**config.mk**
```make
export PLATFORM = sky130hd
export DESIGN_NAME = ixs_cell
export DESIGN_NICKNAME = d
export VERILOG_FILES = /design/src/hdl/ixs_pkg.sv /design/src/hdl/ixs_cell.sv
export SDC_FILE = /design/constraint.sdc
export NUM_CORES = 1
export LEC_CHECK = 0
export ABC_AREA = 1
export BUFFER_PORTS_ARGS = -buffer_cell sky130_fd_sc_hd__buf_4
export CORE_ASPECT_RATIO = 0.8
export CORE_MARGIN = 1
export CORE_UTILIZATION = 40
export CTS_CLUSTER_SIZE = 8
export DETAILED_ROUTE_END_ITERATION = 6
export PLACE_DENSITY = 0.84
export SLEW_MARGIN = 20
export SYNTH_ARGS = -nofsm -noshare
export SYNTH_HDL_FRONTEND = slang
export SYNTH_SLANG_ARGS = --single-unit
```
**constraint.sdc**
```tcl
create_clock -name clk -period 3.5 [get_ports clk]
set_input_delay 0.875 -clock clk [delete_from_list [all_inputs] [get_ports clk]]
set_output_delay 0.875 -clock clk [all_outputs]
set_load 0.05 [all_outputs]
```
**src/hdl/ixs_pkg.sv**
```systemverilog
`default_nettype none

package ixs_pkg;

  localparam int MAX_KEYS = 64;
  localparam int KEY_W    = 32;
  localparam int POS_W    = $clog2(MAX_KEYS);
  localparam int CNT_W    = $clog2(MAX_KEYS + 1);

  typedef struct packed {
    logic signed [KEY_W-1:0] key;
    logic                    last_key;
  } in_item_t;

  typedef struct packed {
    logic [POS_W-1:0] position;
    logic             last_position;
  } out_item_t;

  // Contents of one sort cell
  typedef struct packed {
    logic signed [KEY_W-1:0] key;
    logic [POS_W-1:0]        pos;
  } cell_data_t;

  // Chain-wide control broadcast to every cell
  typedef struct packed {
    logic insert;
    logic drain;
  } cell_ctl_t;

endpackage

`default_nettype wire

```
**src/hdl/ixs_cell.sv**
```systemverilog
`default_nettype none

module ixs_cell (
  input  wire                           clk,
  input  ixs_pkg::cell_ctl_t            ctl,
  input  wire signed [ixs_pkg::KEY_W-1:0] new_key,
  input  ixs_pkg::cell_data_t           new_data,
  input  wire                           occupied,
  input  wire                           left_ins,
  input  ixs_pkg::cell_data_t           left_data,
  input  ixs_pkg::cell_data_t           right_data,
  output ixs_pkg::cell_data_t           data,
  output logic                          ins
);
  import ixs_pkg::*;

  // Strictly greater keeps equal keys ahead of the newcomer
  assign ins = !occupied || (data.key > new_key);

  always_ff @(posedge clk) begin
    if (ctl.insert) begin
      if (ins && !left_ins) begin
        data <= new_data;
      end else if (ins && left_ins) begin
        data <= left_data;
      end
    end else if (ctl.drain) begin
      data <= right_data;
    end
  end

endmodule

`default_nettype wire

```
==> reports/metrics.yaml, run 1 <==
status: "completed"
synthArstFlopShare_pct: 0
drt_wl_total_um: 10100
core_mm2: 0.00760
final.setup.worst_slack_ps: 217
layout.cells.non_filler: 768
largestRegisters: "data x38"
holdWs_ps: 854
synthFlopType: "edfxtp_1"
path_max_fanout: 3
wl_per_cell_um: 13.2
grt-ovfl-total: 0
largest_reg_flops: 38
final_nets: 845
worstPathRequired_ps: 2620
dp_worst_setup_slack_ps: 79.8
syn_inst: 477
min_period_ps: 3280
cp-start-kind: "input pin"
rsz0062_at_grt: "false"
antenna_found_initial: 0
area_growth_pct: 50.2
hp-class: "in2reg"
die_height_um: 82.5
synth_seq_area_share_pct: 35.2
utilization_pct: 64.0
skew_ps: 8.87
netlist_top_cells_count: "157 x nand2_1, 119 x inv_1, 79 x nand3_1"
yosysMostFrequentCell: "nand2_1"
path_class: "in2out"
grt_pass1_vias: 3556
hold_violations: 0
synth.distinct_cells: 17
max_freq_ghz: 0.305
drt_iter0_markers: 146
pin_count: 190
critPathMostFrequentCell: "nand2_1"
maxSlewHeadroom_pct: 47.8
placed_cells: 760
synth_seq_cells: 38
grt_pass1_wl_um: 15400
drive_above_1_share_pct: 31.4
p_total_mw: 1.72
cp.arrival_ps: 2410
crit_chain: "buf_4 > inv_1 > ha_1 > a21oi_1 > o21ai_0 > a21oi_1 > nand2_1 > nand2_1 > nand2_1 > nand2_1 > nand3_1 > nand2_2 > buf_4"
synth.cell_area_mm2: 0.00324
report.final.setup_viol: 0
synth_nets: 660
rows: 28
cts_num_sinks: 38
tightest_slew_ps: 781
drv_cap: 0
die-area_mm2: 0.00846
power_leakage_nw: 2.92
drt.antenna.violating_nets: 0
crit_slowest_cell: "ha_1"
yosys-top-cells-area: "edfxtp_1 35%, nand2_1 18%, inv_1 14%"
cts_max_path_buffers: 2
synth-edff-count: 38
vias_per_cell: 4.78
cts_hold_buf: 0
slowest_delay_ps: 300
power.density_mw_per_mm2: 354
cts_tree: "built"
hpwl_um: 8300
clockRootBuffer: "clkbuf_8"
synth_area_leader_cell: "edfxtp_1"
yosysWarnings: 0
finalCritPeriodShare_pct: 93.8
port_buffers: 189
placed_area_mm2: 0.00478
final_area_mm2: 0.00486
track_usage_pct: 23.8
synth.avg_cell_area_um2: 6.79
gp_congestion: 0.859
clock_latency_ps: 290
end_kind: "primary output"
die_w_um: 103
route.detailed.drc: 0
peakVddDrop_mv: 0.149
diodes: 0
maxSlewViolCount: 0
clk_pin_slew_ps: 80
first_pass_iters: 5
synth_top_area_share_pct: 35.2
crit_family: "compound AO/OA/AOI/OAI gates"
grt_max_degree: 40
start_util_pct: 42.6
setup_tns_ps: 0
vias: 3671
htree_num_levels: 2
largest_register: "data"
cp_num_buf_inv: 3
cts_buffers: 5
## final timing paths
check / start / to / slack (ps) / cells after the start
worst max-delay path: new_key[15] / ins / 220 / 13
worst min-delay path: right_data[9] / data[9] / 850 / 3
worst max register to register: data[37] / data[11] / 650 / 16
worst min register to register: data[37] / data[37] / 1400 / 8
## power by group
| part | internal (mW) | total (mW) | switching [mW] |
|---|---|---|---|
| Sequential | 0.581 | 0.615 | 0.0342 |
| Combinational | 0.315 | 0.809 | 0.495 |
| Clock | 0.137 | 0.297 | 0.160 |
## metal layers
layer / global-route usage (%) / part of all wire [%]
met3: 4.29 / 7.7
met1: 27.0 / 40
met2: 44.5 / 51
met4: 8.71 / 1.6
met5: 0 / 0
## cells in the final DEF (no fill, tap or decap)
master	n
a21o_1	1
a21oi_1	13
a21oi_2	1
buf_12	2
buf_4	196
clkbuf_1	1
clkbuf_8	5
clkinv_1	1
clkinv_2	1
edfxtp_1	38
ha_1	32
inv_1	119
nand2_1	156
nand2_2	2
nand3_1	79
nand4_1	2
nor2_1	9
nor2_2	1
o21a_1	2
o21ai_0	2
## logic make-up (layout without fill, tap and decap cells)
group	count (synthesis)	in the layout	synth area share (%)
adders and majority gates	32	32	12.4
AOI/OAI and AO/OA	19	19	3.17
buffers and inverters	139	325	17.0
DFF	38	38	35.2
and+or+nand+nor	249	249	32.2
## what timing repair did
action | in CTS | in global routing
setup endpoints to repair | 0 | 1
setup buffers | 0 | 0
endpoints found under the hold margin | 0 | 0
gates resized for setup | 0 | 1
## area by class of cell
type                       count  area (um2)
inverter                     119         447
multi-input combinational    300        1550
clock buffer                   6        72.6
fill                         703        2740
sequential                    38        1140
clock inverter                 2        8.76
timing repair buffer         198        1510
tap                          105         131
## tightest hold or removal path, delay by kind of cell
family	cells	cell delay, ps
buffers and inverters	1	70
AND/OR/NAND/NOR	2	90
Note: power is estimated with default switching activity, not from simulation.
==> run 2, diff against run 1 <==
Settings changed: CORE_MARGIN 1 to 8.
==> reports/metrics.yaml, run 2 (synthesis gave the netlist of run 1 again) <==
end_kind: "primary output"
grt_max_degree: 28  # -30%
cp_num_buf_inv: 3  # unchanged
crit_family: "simple AND/OR/NAND/NOR gates"
grt_pass1_vias: 3587  # +0.87%
pwr-share-clk_pct: 16.7  # -0.6 points
route.detailed.drc: 0  # unchanged
cts_setup_buffers: 0  # unchanged
report.final.setup_viol: 0  # unchanged
vias_per_cell: 4.73  # -0.99%
track_usage_pct: 18.9  # -4.9 points
placed_area_mm2: 0.00477  # -0.18%
r2r_end: "data[21]"
drt_wl_total_um: 11400  # +12%
drive_above_1_share_pct: 31.1  # -0.30 points
multi_input_area_mm2: 0.00155  # -0.24%
power_leakage_nw: 2.91  # -0.24%
cp-start-kind: "input pin"
cts_buffers: 5  # unchanged
final_area_mm2: 0.00485  # -0.28%
dp_worst_setup_slack_ps: 197  # +118 ps
status: "completed"
grt-ovfl-total: 0  # unchanged
r2r_start: "data[37]"
largestRegisters: "data x38"
min_period_ps: 3240  # -43.3 ps
finalCritPeriodShare_pct: 92.6  # -1.2 points
rr_worst_depth: 16  # unchanged
final_common_cell: "buf_4"
core_mm2: 0.00791  # +4.0%
maxSlewViolCount: 0  # unchanged
antenna_found_initial: 0  # unchanged
largest_register: "data"
cts_max_path_buffers: 2  # unchanged
ff2ff_setup_slack_ps: 760  # +110 ps
cts_hold_buf: 0  # unchanged
fill_cells: 727  # +3.4%
pin_count: 190  # unchanged
drt.antenna.violating_nets: 0  # unchanged
path_max_fanout: 2  # -1
diodes: 0  # unchanged
clock_latency_ps: 280  # about the same
largest_reg_flops: 38  # unchanged
die-area_mm2: 0.0113  # +33%
maxSlewHeadroom_pct: 53.1  # +5.3 points
final.setup.worst_slack_ps: 260  # +43.3 ps
cts_tree: "built"
drt_iter0_markers: 155  # +6.2%
rows: 29  # +3.6%
rsz0062_at_grt: "false"
htree_num_levels: 2  # unchanged
worstPathRequired_ps: 2620  # about the same
worstHoldPathCells: 3  # unchanged
vias: 3649  # -0.60%
swShare_pct: 40.0  # about the same
seq_power_share_pct: 36.2  # +0.5 points
final_cell_mix: "197 x buf_4, 156 x nand2_1, 119 x inv_1, 79 x nand3_1, 38 x edfxtp_1"
switchingPower_uw: 684  # -0.75%
port_buffers: 189  # unchanged
whs_endpoint: "data[12]"
gp_congestion: 0.824  # -4.0%
wl_per_cell_um: 14.8  # +12%
hold_path.startpoint: "right_data[12]"
max_freq_ghz: 0.309  # +1.3%
hold_violations: 0  # unchanged
setup_tns_ps: 0  # unchanged
hpwl_um: 9540  # +15%
die_height_um: 96.5  # +17%
cts_resized: 0  # unchanged
p_comb_share_pct: 47.1  # about the same
path_class: "in2out"
die_w_um: 117  # +14%
cts_num_sinks: 38  # unchanged
slowest_delay_ps: 300  # about the same
power.internal_mw: 1.02  # -0.83%
clk_pin_slew_ps: 80  # about the same
tightest_slew_ps: 703  # -78.9 ps
first_pass_iters: 4  # -1
hp-class: "in2reg"
crit_chain: "buf_4 > inv_1 > ha_1 > nand2_1 > nand2_1 > nand3_1 > nand2_1 > a21oi_1 > nand2_1 > nand2_1 > nand2_1 > nand2_1 > nand3_1 > nand2_2 > buf_4"
grt_pass1_wl_um: 16700  # +8.7%
start_util_pct: 41.0  # -1.7 points
drv_cap: 0  # unchanged
skew_ps: 8.67  # -0.206 ps
holdWs_ps: 858  # +3.94 ps
regArea_mm2: 0.00114  # unchanged
cp.arrival_ps: 2360  # -50 ps
crit_slowest_cell: "ha_1"
clockRootBuffer: "clkbuf_8"
area_growth_pct: 49.7
final_nets: 845  # unchanged
peakVddDrop_mv: 0.177  # +18%
power.density_mw_per_mm2: 352  # -0.52%
critPathMostFrequentCell: "nand2_1"
## run 2: cell types whose count changed in the layout (fill, tap and decap cells not counted)
cell	delta
buf_12	-1
clkinv_2	-1
clkbuf_1	-1
buf_4	+1
clkinv_1	+2
a21oi_1	+1
a21oi_2	-1
## run 2: routing by layer
metal | vias up | track usage [%] | routed length, um
met5 | - | 0 | 0
met4 | 0 | 4.46 | 92
met3 | 6 | 3.66 | 1000
met2 | 158 | 35.1 | 5880
met1 | 1648 | 21.9 | 4410
li1 | 1837 | - | -
## run 2: layout make-up
cell class	count	area share, %
Clock buffer	5	1.42
Clock inverter	3	0.232
Inverter	119	9.21
Multi-Input combinational cell	300	31.9
Sequential cell	38	23.5
Tap cell	108	2.79
Timing Repair Buffer	198	30.9
## run 2: power by group through the flow
stage,combinational (mW),clock (mW),sequential [mW]
2_1_floorplan,0.294,0,0.819
3_3_place_gp,0.782,0,0.624
3_5_place_dp,0.806,0,0.629
4_1_cts,0.808,0.289,0.619
5_1_grt,0.872,0.312,0.624
6_report,0.805,0.285,0.618
## run 2: metrics by stage
step,std cells,power (mW),utilization (%)
floorplan,477,1.11,-
CTS,771,1.72,61.3
detailed placement,763,1.44,60.3
finish,771,1.71,61.3
global route,771,1.81,61.3
global placement,763,1.41,60.3
## run 2: how the worst max path moves through the flow
stage	cells past startpoint	from	end
floorplan	13	new_key[31]	data[0]
global placement	13	new_key[15]	ins
detailed placement	19	new_key[9]	data[2]
CTS	15	new_key[9]	ins
global route	15	new_key[9]	ins
finish	15	new_key[9]	ins
## run 2: worst register-to-register path, delay by kind of cell, from the launching register on
family,cells,cell delay (ps)
buffers and inverters,2,540
adder cells (fa/ha/maj),1,380
flip-flops,1,430
AND/OR/NAND/NOR,13,1140
==> run 3, diff against run 2 <==
Settings changed: CORE_UTILIZATION 40 to 48, PLACE_DENSITY 0.84 to 0.94.
Clock period 3.5 ns to 4 ns, I/O delays scaled along.
==> reports/metrics.yaml, run 3 (synthesis gave the netlist of run 1 again) <==
status: "completed"
drt_wl_total_um: 11000  # -3.5%
final_cell_mix: "194 x buf_4, 156 x nand2_1, 119 x inv_1, 79 x nand3_1, 38 x edfxtp_1"
drive_above_1_share_pct: 30.9  # -0.22 points
max_freq_ghz: 0.287
power_leakage_nw: 2.89  # -0.59%
regArea_mm2: 0.00114  # unchanged
cts_buffers: 5  # unchanged
die_w_um: 108  # -7.5%
drt.antenna.violating_nets: 0  # unchanged
final_nets: 842  # -0.36%
startpoint: "new_key[11]"
path_class: "in2out"
path_max_fanout: 3  # +1
rsz0062_at_grt: "false"
wl_per_cell_um: 14.8  # +0.28%
hp-class: "in2reg"
power.density_mw_per_mm2: 309  # -12%
fill_cells: 501  # -31%
route.detailed.drc: 0  # unchanged
diodes: 0  # unchanged
die-area_mm2: 0.00965  # -14%
start_util_pct: 50.0  # +9.1 points
largest_register: "data"
cts_setup_buffers: 0  # unchanged
tightest_slew_ps: 649  # -54.0 ps
gp_congestion: 0.893  # +8.3%
maxSlewHeadroom_pct: 56.7  # +3.6 points
worstHoldPathCells: 3  # unchanged
first_pass_iters: 6  # +2
finalCritPeriodShare_pct: 87.0
peakVddDrop_mv: 0.209  # +18%
min_period_ps: 3480
grt-ovfl-total: 0  # unchanged
multi_input_area_mm2: 0.00155  # unchanged
cts_max_path_buffers: 2  # unchanged
cts_tree: "built"
cts_resized: 0  # unchanged
cts_num_sinks: 38  # unchanged
hold_violations: 0  # unchanged
antenna_found_initial: 0  # unchanged
track_usage_pct: 21.7  # +2.9 points
htree_num_levels: 2  # unchanged
clock_latency_ps: 280  # about the same
hpwl_um: 9140  # -4.2%
maxSlewViolCount: 0  # unchanged
cts_hold_buf: 0  # unchanged
drt_iter0_markers: 139  # -10%
vias: 3617  # -0.88%
end_kind: "primary output"
r2r_start: "data[37]"
die_height_um: 89.5  # -7.3%
port_buffers: 189  # unchanged
hold_path.startpoint: "right_data[29]"
r2r_end: "data[26]"
placed_area_mm2: 0.00472  # -1.1%
rows: 26  # -10%
rr_worst_depth: 14  # -2
report.final.setup_viol: 0  # unchanged
final_common_cell: "buf_4"
ff2ff_setup_slack_ps: 1160  # +400 ps
cp.arrival_ps: 2480  # +120 ps
grt_pass1_wl_um: 16700  # -0.20%
skew_ps: 10.3  # +1.62 ps
area_growth_pct: 47.9
pin_count: 190  # unchanged
whs_endpoint: "data[29]"
clk_pin_slew_ps: 80  # about the same
grt_pass1_vias: 3676  # +2.5%
grt_max_degree: 41  # +46%
worstPathRequired_ps: 3000  # +380 ps
clockRootBuffer: "clkbuf_8"
largest_reg_flops: 38  # unchanged
drv_cap: 0  # unchanged
vias_per_cell: 4.87  # +3.0%
setup_tns_ps: 0  # unchanged
cp-start-kind: "input pin"
core_mm2: 0.00647  # -18%
largestRegisters: "data x38"
final_area_mm2: 0.00479  # -1.2%
run 3: metal layers:
metal  global-route usage, %  part of all wire, %
met3                    4.90                  7.5
met2                    41.7                   52
met1                    22.6                   37
met4                    8.29                  3.0
met5                       0                    0
run 3: final cells by class:
cell class / instances / share of cell area (%)
repair buffers: 195 / 30.8
inverters: 119 / 9.32
clock buffers: 5 / 1.44
well taps: 84 / 2.19
flip-flops and latches: 38 / 23.8
multi-input cells: 300 / 32.3
clock inverters: 1 / 0.0783
run 3: power breakdown:
part	internal, mW	switching, mW	total [mW]
combinational	0.268	0.430	0.699
sequential	0.508	0.0309	0.539
clock	0.114	0.130	0.244
run 3: per-stage QoR:
stage	hold slack (ps)	worst slack (ps)	util, %	total power [mW]	cells
2_1_floorplan	1190	304	-	0.975	477
3_3_place_gp	1270	545	72.9	1.22	736
3_5_place_dp	1280	490	72.9	1.25	736
4_1_cts	985	512	74.0	1.49	742
5_1_grt	981	246	74.0	1.57	742
6_report	988	520	74.0	1.48	742
run 3: critical path, cell delays in order:
cell     delay [ps]
buf_4            80
inv_1            40
ha_1            330
a21oi_1         170
nand2_1          70
a21oi_1         170
nand2_1         100
nand2_1          80
nand2_1          50
nand2_1          60
nand3_1          70
nand2_2          70
buf_4           190
run 3: worst max-delay path by stage:
stage	endpoint	depth (start not counted)	slack [ps]
global placement	ins	13	550
finish	ins	13	520
floorplan	data[0]	13	300
global route	ins	13	250
CTS	ins	13	510
detailed placement	data[26]	17	490
